--- src/hdl/eol_pkg.sv ---
`default_nettype none

package eol_pkg;

    localparam int MAX_AXES = 4;
    localparam int SITE_W   = 15;
    localparam int LEX_W    = SITE_W + 1;
    localparam int COORD_W  = 10;

    typedef struct packed {
        logic [SITE_W-1:0] site_index;
        logic [1:0]        direction;
        logic              backward;
    } request_t;

    typedef struct packed {
        logic [SITE_W-1:0] neighbor_index;
        logic              invalid;
    } result_t;

    typedef struct packed {
        logic [LEX_W-1:0] lex;
        logic             upper;
        logic [1:0]       direction;
        logic             backward;
        logic             invalid;
    } dec_t;

    typedef struct packed {
        dec_t                           base;
        logic [MAX_AXES:0][LEX_W-1:0]   quot;
    } quo_t;

    typedef struct packed {
        logic [LEX_W-1:0]   lex;
        logic               parity;
        logic [COORD_W-1:0] coord;
        logic [1:0]         direction;
        logic               backward;
        logic               invalid;
    } crd_t;

    function automatic longint eol_pow(input int base, input int expo);
        longint acc;
        acc = 1;
        for (int i = 0; i < expo; i++)
        begin
            acc = acc * longint'(base);
        end
        return acc;
    endfunction

endpackage

`default_nettype wire

--- src/hdl/eol_decode.sv ---
`default_nettype none

module eol_decode
    import eol_pkg::*;
#(
    parameter int DIMENSIONS  = 3,
    parameter int SIDE_LENGTH = 32
)
(
    input  request_t request,
    output dec_t     dec
);

    localparam int          WIDE_W    = 41;
    localparam longint      VOLUME    = eol_pow(SIDE_LENGTH, DIMENSIONS);
    localparam logic [WIDE_W-1:0] VOL_W  = WIDE_W'(VOLUME);
    localparam logic [WIDE_W-1:0] HALF_W = WIDE_W'(VOLUME / 2);
    localparam bit          EVEN_SIDE = (SIDE_LENGTH % 2) == 0;

    always_comb
    begin
        logic [WIDE_W-1:0] site_w;
        logic [WIDE_W-1:0] rel_w;
        logic [LEX_W-1:0]  twice;
        logic              upper;
        logic              bad_dir;
        logic              bad_site;

        site_w   = WIDE_W'(request.site_index);
        bad_dir  = {1'b0, request.direction} >= 3'(DIMENSIONS);
        bad_site = site_w >= VOL_W;

        // even volume: upper half holds odd sites; odd volume: even sites run to half
        if (EVEN_SIDE)
        begin
            upper = site_w >= HALF_W;
        end
        else
        begin
            upper = site_w > HALF_W;
        end

        rel_w = upper ? (site_w - HALF_W) : site_w;
        twice = {rel_w[SITE_W-1:0], 1'b0};

        dec.lex       = (!EVEN_SIDE && upper) ? (twice - LEX_W'(1)) : twice;
        dec.upper     = upper;
        dec.direction = request.direction;
        dec.backward  = request.backward;
        dec.invalid   = bad_dir || bad_site;
    end

endmodule

`default_nettype wire

--- src/hdl/eol_divide.sv ---
`default_nettype none

module eol_divide
    import eol_pkg::*;
#(
    parameter int DIMENSIONS  = 3,
    parameter int SIDE_LENGTH = 32
)
(
    input  dec_t dec,
    output quo_t quo
);

    localparam longint LEX_MAX = (longint'(1) << LEX_W) - 1;

    logic [MAX_AXES:0][LEX_W-1:0] quot;

    // quotient by each stride, reciprocal multiply exact over the index range
    for (genvar i = 0; i <= MAX_AXES; i++)
    begin : g_quot
        if (i <= DIMENSIONS)
        begin : g_used
            localparam longint DIVISOR = eol_pow(SIDE_LENGTH, i);
            if (DIVISOR > LEX_MAX)
            begin : g_zero
                assign quot[i] = '0;
            end
            else
            begin : g_mul
                localparam int     SHIFT  = LEX_W + $clog2(DIVISOR);
                localparam longint MULT   = ((longint'(1) << SHIFT) + DIVISOR - 1) / DIVISOR;
                localparam int     PROD_W = 2 * LEX_W + 2;
                logic [PROD_W-1:0] product;
                assign product = PROD_W'(dec.lex) * PROD_W'(MULT);
                assign quot[i] = LEX_W'(product >> SHIFT);
            end
        end
        else
        begin : g_unused
            assign quot[i] = '0;
        end
    end

    assign quo.base = dec;
    assign quo.quot = quot;

endmodule

`default_nettype wire

--- src/hdl/eol_coord.sv ---
`default_nettype none

module eol_coord
    import eol_pkg::*;
#(
    parameter int DIMENSIONS  = 3,
    parameter int SIDE_LENGTH = 32
)
(
    input  quo_t quo,
    output crd_t crd
);

    localparam bit   EVEN_SIDE = (SIDE_LENGTH % 2) == 0;
    localparam int   SIDE_BITS = COORD_W + 1;
    localparam int   SCALE_W   = LEX_W + SIDE_BITS;
    localparam logic [SIDE_BITS-1:0] SIDE_W = SIDE_BITS'(SIDE_LENGTH);

    always_comb
    begin
        logic               low_parity;
        logic               inc;
        logic               parity;
        logic [LEX_W-1:0]   lex;
        logic [LEX_W-1:0]   q_lo;
        logic [LEX_W-1:0]   q_hi;
        logic [LEX_W-1:0]   diff;
        logic [SCALE_W-1:0] scaled;

        // with an even side, coordinate parity is the xor of quotient lsbs
        low_parity = 1'b0;
        for (int i = 0; i < MAX_AXES; i++)
        begin
            if (i < DIMENSIONS)
            begin
                low_parity = low_parity ^ quo.quot[i][0];
            end
        end

        if (EVEN_SIDE)
        begin
            inc    = low_parity != quo.base.upper;
            parity = quo.base.upper;
        end
        else
        begin
            inc    = 1'b0;
            parity = quo.base.lex[0];
        end

        // the +1 never crosses a stride boundary, so higher quotients hold
        lex = quo.base.lex + LEX_W'(inc);

        q_lo = '0;
        q_hi = '0;
        for (int i = 0; i < MAX_AXES; i++)
        begin
            if (i < DIMENSIONS && quo.base.direction == 2'(i))
            begin
                q_lo = (i == 0) ? lex : quo.quot[i];
                q_hi = quo.quot[i+1];
            end
        end

        scaled = SCALE_W'(q_hi) * SCALE_W'(SIDE_W);
        diff   = q_lo - scaled[LEX_W-1:0];

        crd.lex       = lex;
        crd.parity    = parity;
        crd.coord     = diff[COORD_W-1:0];
        crd.direction = quo.base.direction;
        crd.backward  = quo.base.backward;
        crd.invalid   = quo.base.invalid;
    end

endmodule

`default_nettype wire

--- src/hdl/eol_step.sv ---
`default_nettype none

module eol_step
    import eol_pkg::*;
#(
    parameter int DIMENSIONS  = 3,
    parameter int SIDE_LENGTH = 32
)
(
    input  crd_t    crd,
    output result_t result
);

    localparam int              CW        = $clog2(SIDE_LENGTH);
    localparam logic [CW-1:0]   LAST      = CW'(SIDE_LENGTH - 1);
    localparam bit              EVEN_SIDE = (SIDE_LENGTH % 2) == 0;
    localparam logic [LEX_W-1:0] VOL_LO   = LEX_W'(eol_pow(SIDE_LENGTH, DIMENSIONS));

    logic [MAX_AXES-1:0][LEX_W-1:0] p_tab;
    logic [MAX_AXES-1:0][LEX_W-1:0] w_tab;

    // stride and full-wrap offset per axis, modulo the index width
    for (genvar i = 0; i < MAX_AXES; i++)
    begin : g_tab
        if (i < DIMENSIONS)
        begin : g_used
            localparam longint STRIDE = eol_pow(SIDE_LENGTH, i);
            assign p_tab[i] = LEX_W'(STRIDE);
            assign w_tab[i] = LEX_W'(STRIDE * longint'(SIDE_LENGTH - 1));
        end
        else
        begin : g_unused
            assign p_tab[i] = '0;
            assign w_tab[i] = '0;
        end
    end

    always_comb
    begin
        logic [CW-1:0]    coord;
        logic [LEX_W-1:0] stride;
        logic [LEX_W-1:0] span;
        logic [LEX_W-1:0] delta;
        logic [LEX_W-1:0] sum;
        logic             wrap;
        logic             new_parity;

        coord  = crd.coord[CW-1:0];
        stride = '0;
        span   = '0;
        for (int i = 0; i < MAX_AXES; i++)
        begin
            if (crd.direction == 2'(i))
            begin
                stride = p_tab[i];
                span   = w_tab[i];
            end
        end

        if (crd.backward)
        begin
            wrap  = coord == '0;
            delta = wrap ? span : (LEX_W'(0) - stride);
        end
        else
        begin
            wrap  = coord == LAST;
            delta = wrap ? (LEX_W'(0) - span) : stride;
        end

        // a wrap moves the coordinate by side-1, which flips parity only for an even side
        new_parity = crd.parity ^ (wrap ? EVEN_SIDE : 1'b1);
        sum        = crd.lex + delta + (new_parity ? VOL_LO : LEX_W'(0));

        result.neighbor_index = crd.invalid ? '0 : sum[LEX_W-1:1];
        result.invalid        = crd.invalid;
    end

endmodule

`default_nettype wire

--- src/hdl/even_odd_lattice_neighbor_core.sv ---
// data path: an item passes the in, dec, quo, crd and result registers in that order
// throughput: one item per cycle, each of the five register stages takes a new item every cycle
// busy stays low; the receiver cannot stall, each result shows for one cycle
// reset: rst_n async active low, clears the stage valid bits and done
`default_nettype none

module even_odd_lattice_neighbor_core
    import eol_pkg::*;
#(
    parameter int DIMENSIONS  = 3,
    parameter int SIDE_LENGTH = 32
)
(
    input  wire logic     clk,
    input  wire logic     rst_n,
    input  wire logic     start,
    output logic          busy,
    input  wire request_t request,
    output result_t       result,
    output logic          done
);

    localparam int STAGES = 4;

    logic              accept;
    logic [STAGES-1:0] stage_valid_reg;
    logic [STAGES-1:0] stage_valid_next;
    logic              done_reg;
    logic              done_next;

    request_t in_reg;
    request_t in_next;
    dec_t     dec_reg;
    dec_t     dec_next;
    quo_t     quo_reg;
    quo_t     quo_next;
    crd_t     crd_reg;
    crd_t     crd_next;
    result_t  result_reg;
    result_t  result_next;

    assign busy   = 1'b0;
    assign accept = start && !busy;

    assign in_next          = request;
    assign stage_valid_next = {stage_valid_reg[STAGES-2:0], accept};
    assign done_next        = stage_valid_reg[STAGES-1];

    eol_decode #(
        .DIMENSIONS  (DIMENSIONS),
        .SIDE_LENGTH (SIDE_LENGTH)
    ) u_decode (
        .request (in_reg),
        .dec     (dec_next)
    );

    eol_divide #(
        .DIMENSIONS  (DIMENSIONS),
        .SIDE_LENGTH (SIDE_LENGTH)
    ) u_divide (
        .dec (dec_reg),
        .quo (quo_next)
    );

    eol_coord #(
        .DIMENSIONS  (DIMENSIONS),
        .SIDE_LENGTH (SIDE_LENGTH)
    ) u_coord (
        .quo (quo_reg),
        .crd (crd_next)
    );

    eol_step #(
        .DIMENSIONS  (DIMENSIONS),
        .SIDE_LENGTH (SIDE_LENGTH)
    ) u_step (
        .crd    (crd_reg),
        .result (result_next)
    );

    always_ff @(posedge clk or negedge rst_n)
    begin
        if (!rst_n)
        begin
            stage_valid_reg <= '0;
            done_reg        <= 1'b0;
        end
        else
        begin
            stage_valid_reg <= stage_valid_next;
            done_reg        <= done_next;
        end
    end

    always_ff @(posedge clk)
    begin
        in_reg     <= in_next;
        dec_reg    <= dec_next;
        quo_reg    <= quo_next;
        crd_reg    <= crd_next;
        result_reg <= result_next;
    end

    assign result = result_reg;
    assign done   = done_reg;

`ifndef NO_ASSERTIONS
    a_done_follows_item: assert property (@(posedge clk) disable iff (!rst_n)
        done |-> $past(start && !busy, 5))
        else $error("result strobe without an item five cycles before");

    a_item_gives_result: assert property (@(posedge clk) disable iff (!rst_n)
        (start && !busy) |-> ##5 done)
        else $error("item taken but no result five cycles later");

    a_valid_axis: assert property (@(posedge clk) disable iff (!rst_n)
        (done && !result.invalid) |-> ({1'b0, $past(request.direction, 5)} < 3'(DIMENSIONS)))
        else $error("valid result for an axis beyond the dimension count");

    a_invalid_zero: assert property (@(posedge clk) disable iff (!rst_n)
        (done && result.invalid) |-> (result.neighbor_index == '0))
        else $error("invalid result with nonzero index");
`endif

endmodule

`default_nettype wire
--- config.mk ---
export PLATFORM = sky130hd
export DESIGN_NAME = even_odd_lattice_neighbor_core
export DESIGN_NICKNAME = d
export VERILOG_FILES = /design/src/hdl/eol_pkg.sv /design/src/hdl/eol_decode.sv /design/src/hdl/eol_divide.sv /design/src/hdl/eol_coord.sv /design/src/hdl/eol_step.sv /design/src/hdl/even_odd_lattice_neighbor_core.sv
export SDC_FILE = /design/constraint.sdc
export NUM_CORES = 1
export LEC_CHECK = 0
export BUFFER_PORTS_ARGS = -buffer_cell sky130_fd_sc_hd__buf_4
export CAP_MARGIN = 20
export CORE_MARGIN = 2
export CORE_UTILIZATION = 40
export DETAILED_ROUTE_END_ITERATION = 10
export HOLD_SLACK_MARGIN = 0.06
export PLACE_DENSITY = 0.63
export SYNTH_ARGS = -nofsm -noshare
export SYNTH_HDL_FRONTEND = slang
export SYNTH_HIERARCHICAL = 1
export SYNTH_SLANG_ARGS = --single-unit
--- constraint.sdc ---
create_clock -name clk -period 6.7 [get_ports clk]
set_input_delay 0.67 -clock clk [delete_from_list [all_inputs] [get_ports clk]]
set_output_delay 0.67 -clock clk [all_outputs]
set_load 0.01 [all_outputs]
### Word level (Yosys, flattened, before mapping)

Cells that the tools add are included.

* register bits: 122
* bits of input ports: 21
* output and inout port bits: 18
* logic and storage cells: 61

* add/subtract/negate cells: 7
* $lt $le $gt $ge: 2
* eq/ne operators: 7
* muxes and demuxes: 16
* bitwise gates (word level): 1
* reduce and logical (&&, ||, !) cells: 3

Operator list (number)
* 16-bit 2-to-1 mux: 7
* 15-bit 2-to-1 mux: 3
* 16-bit adder: 2
* 5-bit 2-to-1 mux: 4
* 16-bit by 1-bit adder with 16-bit output: 1
* 1-bit by 15-bit subtractor with 16-bit output (first input constant): 1
* 1-bit by 16-bit subtractor with 16-bit output (first input constant): 1
* 15-bit >= comparator (second input constant): 1
* 15-bit subtractor (second input constant): 1
* 10-bit 2-to-1 mux: 1
* 2-bit == test (second input constant): 3
* 5-bit == test (second input constant): 1
* 5-bit zero test: 1
* 5-bit by 1-bit subtractor with 5-bit output (second input constant): 1
* 2-bit by 1-bit == test with 1-bit output (second input constant): 2
* 2-bit zero test: 2
* 2-bit >= comparator (second input constant): 1
* 1-bit 2-to-1 mux: 1
* 1-bit != test: 1
* 1-bit XOR: 1

### Depth between registers and ports, before layout

* depth in word-level cells: 10
* mapped depth: 12
* gate-level depth less buffers: 11

### Modules after synthesis

The synthesis kept the hierarchy.

By module, submodules not included
* even_odd_lattice_neighbor_core: times used 1, cells an instance 194, area each 3880.0 um^2, sequential area each 3868.7 um^2
* eol_step: times used 1, cells an instance 143, area each 1138.6 um^2, sequential area each 0.0 um^2
* eol_coord: times used 1, cells an instance 112, area each 809.5 um^2, sequential area each 0.0 um^2
* eol_divide: times used 1, cells an instance 102, area each 762.0 um^2, sequential area each 0.0 um^2
* eol_decode: times used 1, cells an instance 22, area each 156.4 um^2, sequential area each 0.0 um^2

### Least setup slack after synthesis

Ideal clock, no wire load.

* kind: register to register
* from: register crd_reg[5] in the netlist's numbering
* to: register result_reg (netlist bit result[12])
* library setup time: 121 ps
* arrival: 3089 ps
* required time: 6579 ps
* slack: 3491 ps
* cell stages (with the launch flop): 11
* buffers on the path: 0
* period minus slack after synthesis: 3209 ps
* path through: dfxtp_1 -> or4_4 -> nor2_1 -> a31oi_1 -> o32ai_1 -> ha_1 -> ha_1 -> a2111oi_4 -> a211oi_2 -> a311oi_1 -> mux2_2

* cells in the longest elaborated chain, start to end: 5
* elaborated cells on any way between the ends: 7
* those cells by class: add/sub: 2; eq/ne: 1; mux: 3; reduce/logical: 1

Ends and longest elaborated chain
* start, declared: RTL line even_odd_lattice_neighbor_core.sv:37 `crd_t crd_reg;`
* start signal, assigned: RTL line even_odd_lattice_neighbor_core.sv:100 `crd_reg <= crd_next;`
* 5-bit == test or 5-bit zero test (tied branches): RTL line eol_step.sv:67, eol_step.sv:62
* 16-bit 2-to-1 mux, on equally long branches: RTL line eol_step.sv:68, eol_step.sv:63
* 16-bit 2-to-1 mux (*): RTL line eol_step.sv:60 `if (crd.backward)`
* 16-bit adder (*) (2 in a row): RTL line eol_step.sv:73 `sum = crd.lex + delta + (new_parity ? VOL_LO : LEX_W'(0));`
* end signal, assigned: RTL line even_odd_lattice_neighbor_core.sv:101 `result_reg <= result_next;`
* end, declared: RTL line even_odd_lattice_neighbor_core.sv:39 `result_t result_reg;`

Every way passes the cells marked *; elsewhere a longest branch is shown, timed or not.
A chain may end at the register's enable or synchronous reset.

### Final worst setup path

Same ends and word-level chain as after synthesis.

==> results.rst <==
.. list-table::
   :header-rows: 1

   * - Metric
     - Value
   * - Leakage dissipation
     - 0.00221 µW
   * - GPL Wtd Cong
     - 0.827
   * - Sum of internal, switching and leakage power
     - 1960 µW
   * - Final Skew
     - 8.63 ps
   * - Max-cap violations
     - 0
   * - Worst Min Path Start
     - request[17]
   * - Number of setup violations in the final report
     - 0
   * - Antenna violations before repair
     - 0
   * - Fin crit period
     - 3480 ps
   * - Detailed router's first-iteration violation count
     - 79
   * - TritonCTS sink count
     - 118
   * - Total clock buffers created by CTS
     - 17
   * - NumNets Final
     - 427
   * - Area of the mapped netlist
     - 0.00441 mm²
   * - Worst-path maximum fanout
     - 5
   * - VDD IR max
     - 296 µV
   * - Yosys synthesis warning count
     - 6
   * - Register-to-register path setup slack
     - 3220 ps
   * - X dimension of the die
     - 109 µm
   * - Launch instance of the worst register-to-register path
     - crd_reg[5]
   * - DIE HEIGHT
     - 109 µm
   * - CTS tree
     - built
   * - Count of filler cells inserted in the layout
     - 967
   * - Half-perimeter wire length after placement
     - 4270 µm
   * - Initial cell density of the core
     - 40.9%
   * - Clock input transition at the sequential cells of the worst setup and hold paths
     - 60 ps
   * - Latest clock arrival within the worst-skew pair
     - 500 ps
   * - Final slew viol count
     - 0
   * - Cell depth of the worst min-delay path
     - 1
   * - Global-route wire length before repair
     - 10,800 µm
   * - Post-layout util
     - 46.5%
   * - Number of buffers between clock root and the deepest sink
     - 2
   * - Routed via count divided by cell count
     - 4.47
   * - CTS Root Buffer Type
     - clkbuf_8
   * - Number of I/O port buffers
     - 37
   * - Number of flip-flops in the largest register
     - 32
   * - # IOs
     - 39
   * - Setup repair after global routing missed its margin
     - no
   * - Power density normalized to cell area
     - 392 mW/mm²
   * - Number of non-filler instances in the completed layout
     - 526
   * - Slew @ Worst Pin
     - 643 ps
   * - Highest clock rate
     - 287 MHz
   * - Final Cycle Share
     - 52.0%
   * - Critical path required time
     - 7080 ps
   * - Routed Antenna Nets
     - 0
   * - Number of instances in the synthesized netlist
     - 384
   * - Die area
     - 0.0119 mm²
   * - Capturing element type of the critical path
     - flip-flop
   * - Synthesis-to-finish area growth
     - 13.7%
   * - Overflow after GRT
     - 0
   * - Number of iterations in the first detailed-routing pass
     - 4
   * - Detailed-route DRC error count
     - 0
   * - Critical path startpoint category
     - flip-flop
   * - Total vias in the final route
     - 2,351
   * - Endpoint, Worst Hold
     - in_reg[17]
   * - Largest net degree at the start of global routing
     - 21
   * - Routed WL per cell
     - 11.8 µm
   * - Run status
     - finished clean
   * - Drt total wl
     - 6190 µm
   * - Placement row count
     - 38
   * - Hold Slack
     - 270 ps
   * - Proportion of layout cells with a drive suffix above 1
     - 20.5%
   * - Vias in the first global route
     - 2,416
   * - Syn_area_per_cell
     - 11.5 µm²
   * - Antenna Cells
     - 0
   * - Total GRT Usage
     - 12.1%
   * - Core Box Area
     - 0.0108 mm²
   * - Relative slew slack
     - 57.1%
   * - Reg2Reg Depth
     - 10
   * - Worst endpoint data arrival time
     - 3860 ps
   * - Total negative slack for setup checks
     - 0 ps
   * - Fin. Hold Viols
     - 0
   * - Post-CTS resize count
     - 0
   * - Sequential cell area
     - 0.00239 mm²
   * - Worst Hold Class
     - input port to flip-flop
   * - # H-tree levels
     - 4
   * - Critical register-to-register path endpoint
     - result[12]
   * - Critical setup path kind
     - flip-flop to flip-flop
   * - Area of the multi-input gates
     - 0.00151 mm²
   * - Number of placed instances with taps included
     - 494
worst max-delay path by stage:
stage | cells past startpoint | start | to | slack, ps
2_1_floorplan | 10 | crd_reg[5] | result[12] | 3490
3_3_place_gp | 10 | crd_reg[5] | result[12] | 3320
3_5_place_dp | 10 | crd_reg[5] | result[12] | 3270
4_1_cts | 10 | crd_reg[5] | result[12] | 3210
5_1_grt | 10 | crd_reg[5] | result[12] | 3030
6_report | 10 | crd_reg[5] | result[12] | 3220
layer usage:
| layer | vias up | track usage (%) | share of wire, % |
|---|---|---|---|
| li1 | 1235 | - | - |
| met1 | 1051 | 14.0 | 46 |
| met2 | 54 | 18.6 | 47 |
| met3 | 11 | 4.24 | 4.6 |
| met4 | 0 | 8.24 | 2.8 |
| met5 | - | 0 | 0 |
where the power goes:
part / total, µW / switching, µW / internal (µW)
sequential: 792 / 26.3 / 765
combinational: 220 / 108 / 111
clock: 953 / 303 / 650
total: 1960 / 438 / 1530
stage by stage:
stage                     cell area, µm²  setup slack [ps]
after floorplan                     4410              3490
after global placement              4370              3320
after detailed placement            4370              3270
after CTS                           5010              3210
after global routing                5010              3030
final                               5010              3220
final cells by class:
| cell class | count | area share (%) |
|---|---|---|
| Sequential cell | 118 | 47.6 |
| Multi-Input combinational cell | 193 | 30.1 |
| Tap cell | 140 | 3.49 |
| Inverter | 6 | 0.449 |
| Timing Repair Buffer | 38 | 5.74 |
| Clock inverter | 12 | 3.99 |
| Clock buffer | 19 | 8.61 |
placed cells by master, fill, tap and decap left out, types with 3 or more instances in the layout:
master,count
nor3_1,5
o21a_1,3
nand4_1,3
a21o_1,4
buf_4,37
xnor2_1,20
nand2_1,13
a211oi_1,3
inv_1,6
clkinv_2,3
a21oi_1,10
nor2b_1,6
o21ai_0,11
clkbuf_16,16
dfxtp_1,113
bufinv_16,5
a311oi_1,3
nand3_1,9
xor2_1,5
conb_1,3
ha_1,31
and3_1,5
dfrtp_1,5
nor2_1,18
mux2i_1,6
worst max-delay path, cell delays in order (launching register included):
cell,delay [ps]
dfxtp_1,320
or4_4,550
nor2_1,160
a31oi_1,110
o32ai_1,300
ha_1,340
ha_1,400
a2111oi_4,370
a211oi_2,160
a311oi_1,310
mux2_2,370
timing repair:
item,in CTS,in global routing
hold buffers,1,0
setup buffers,0,0
hold endpoints to repair,5,0
Note: power is estimated with default switching activity, not from simulation.
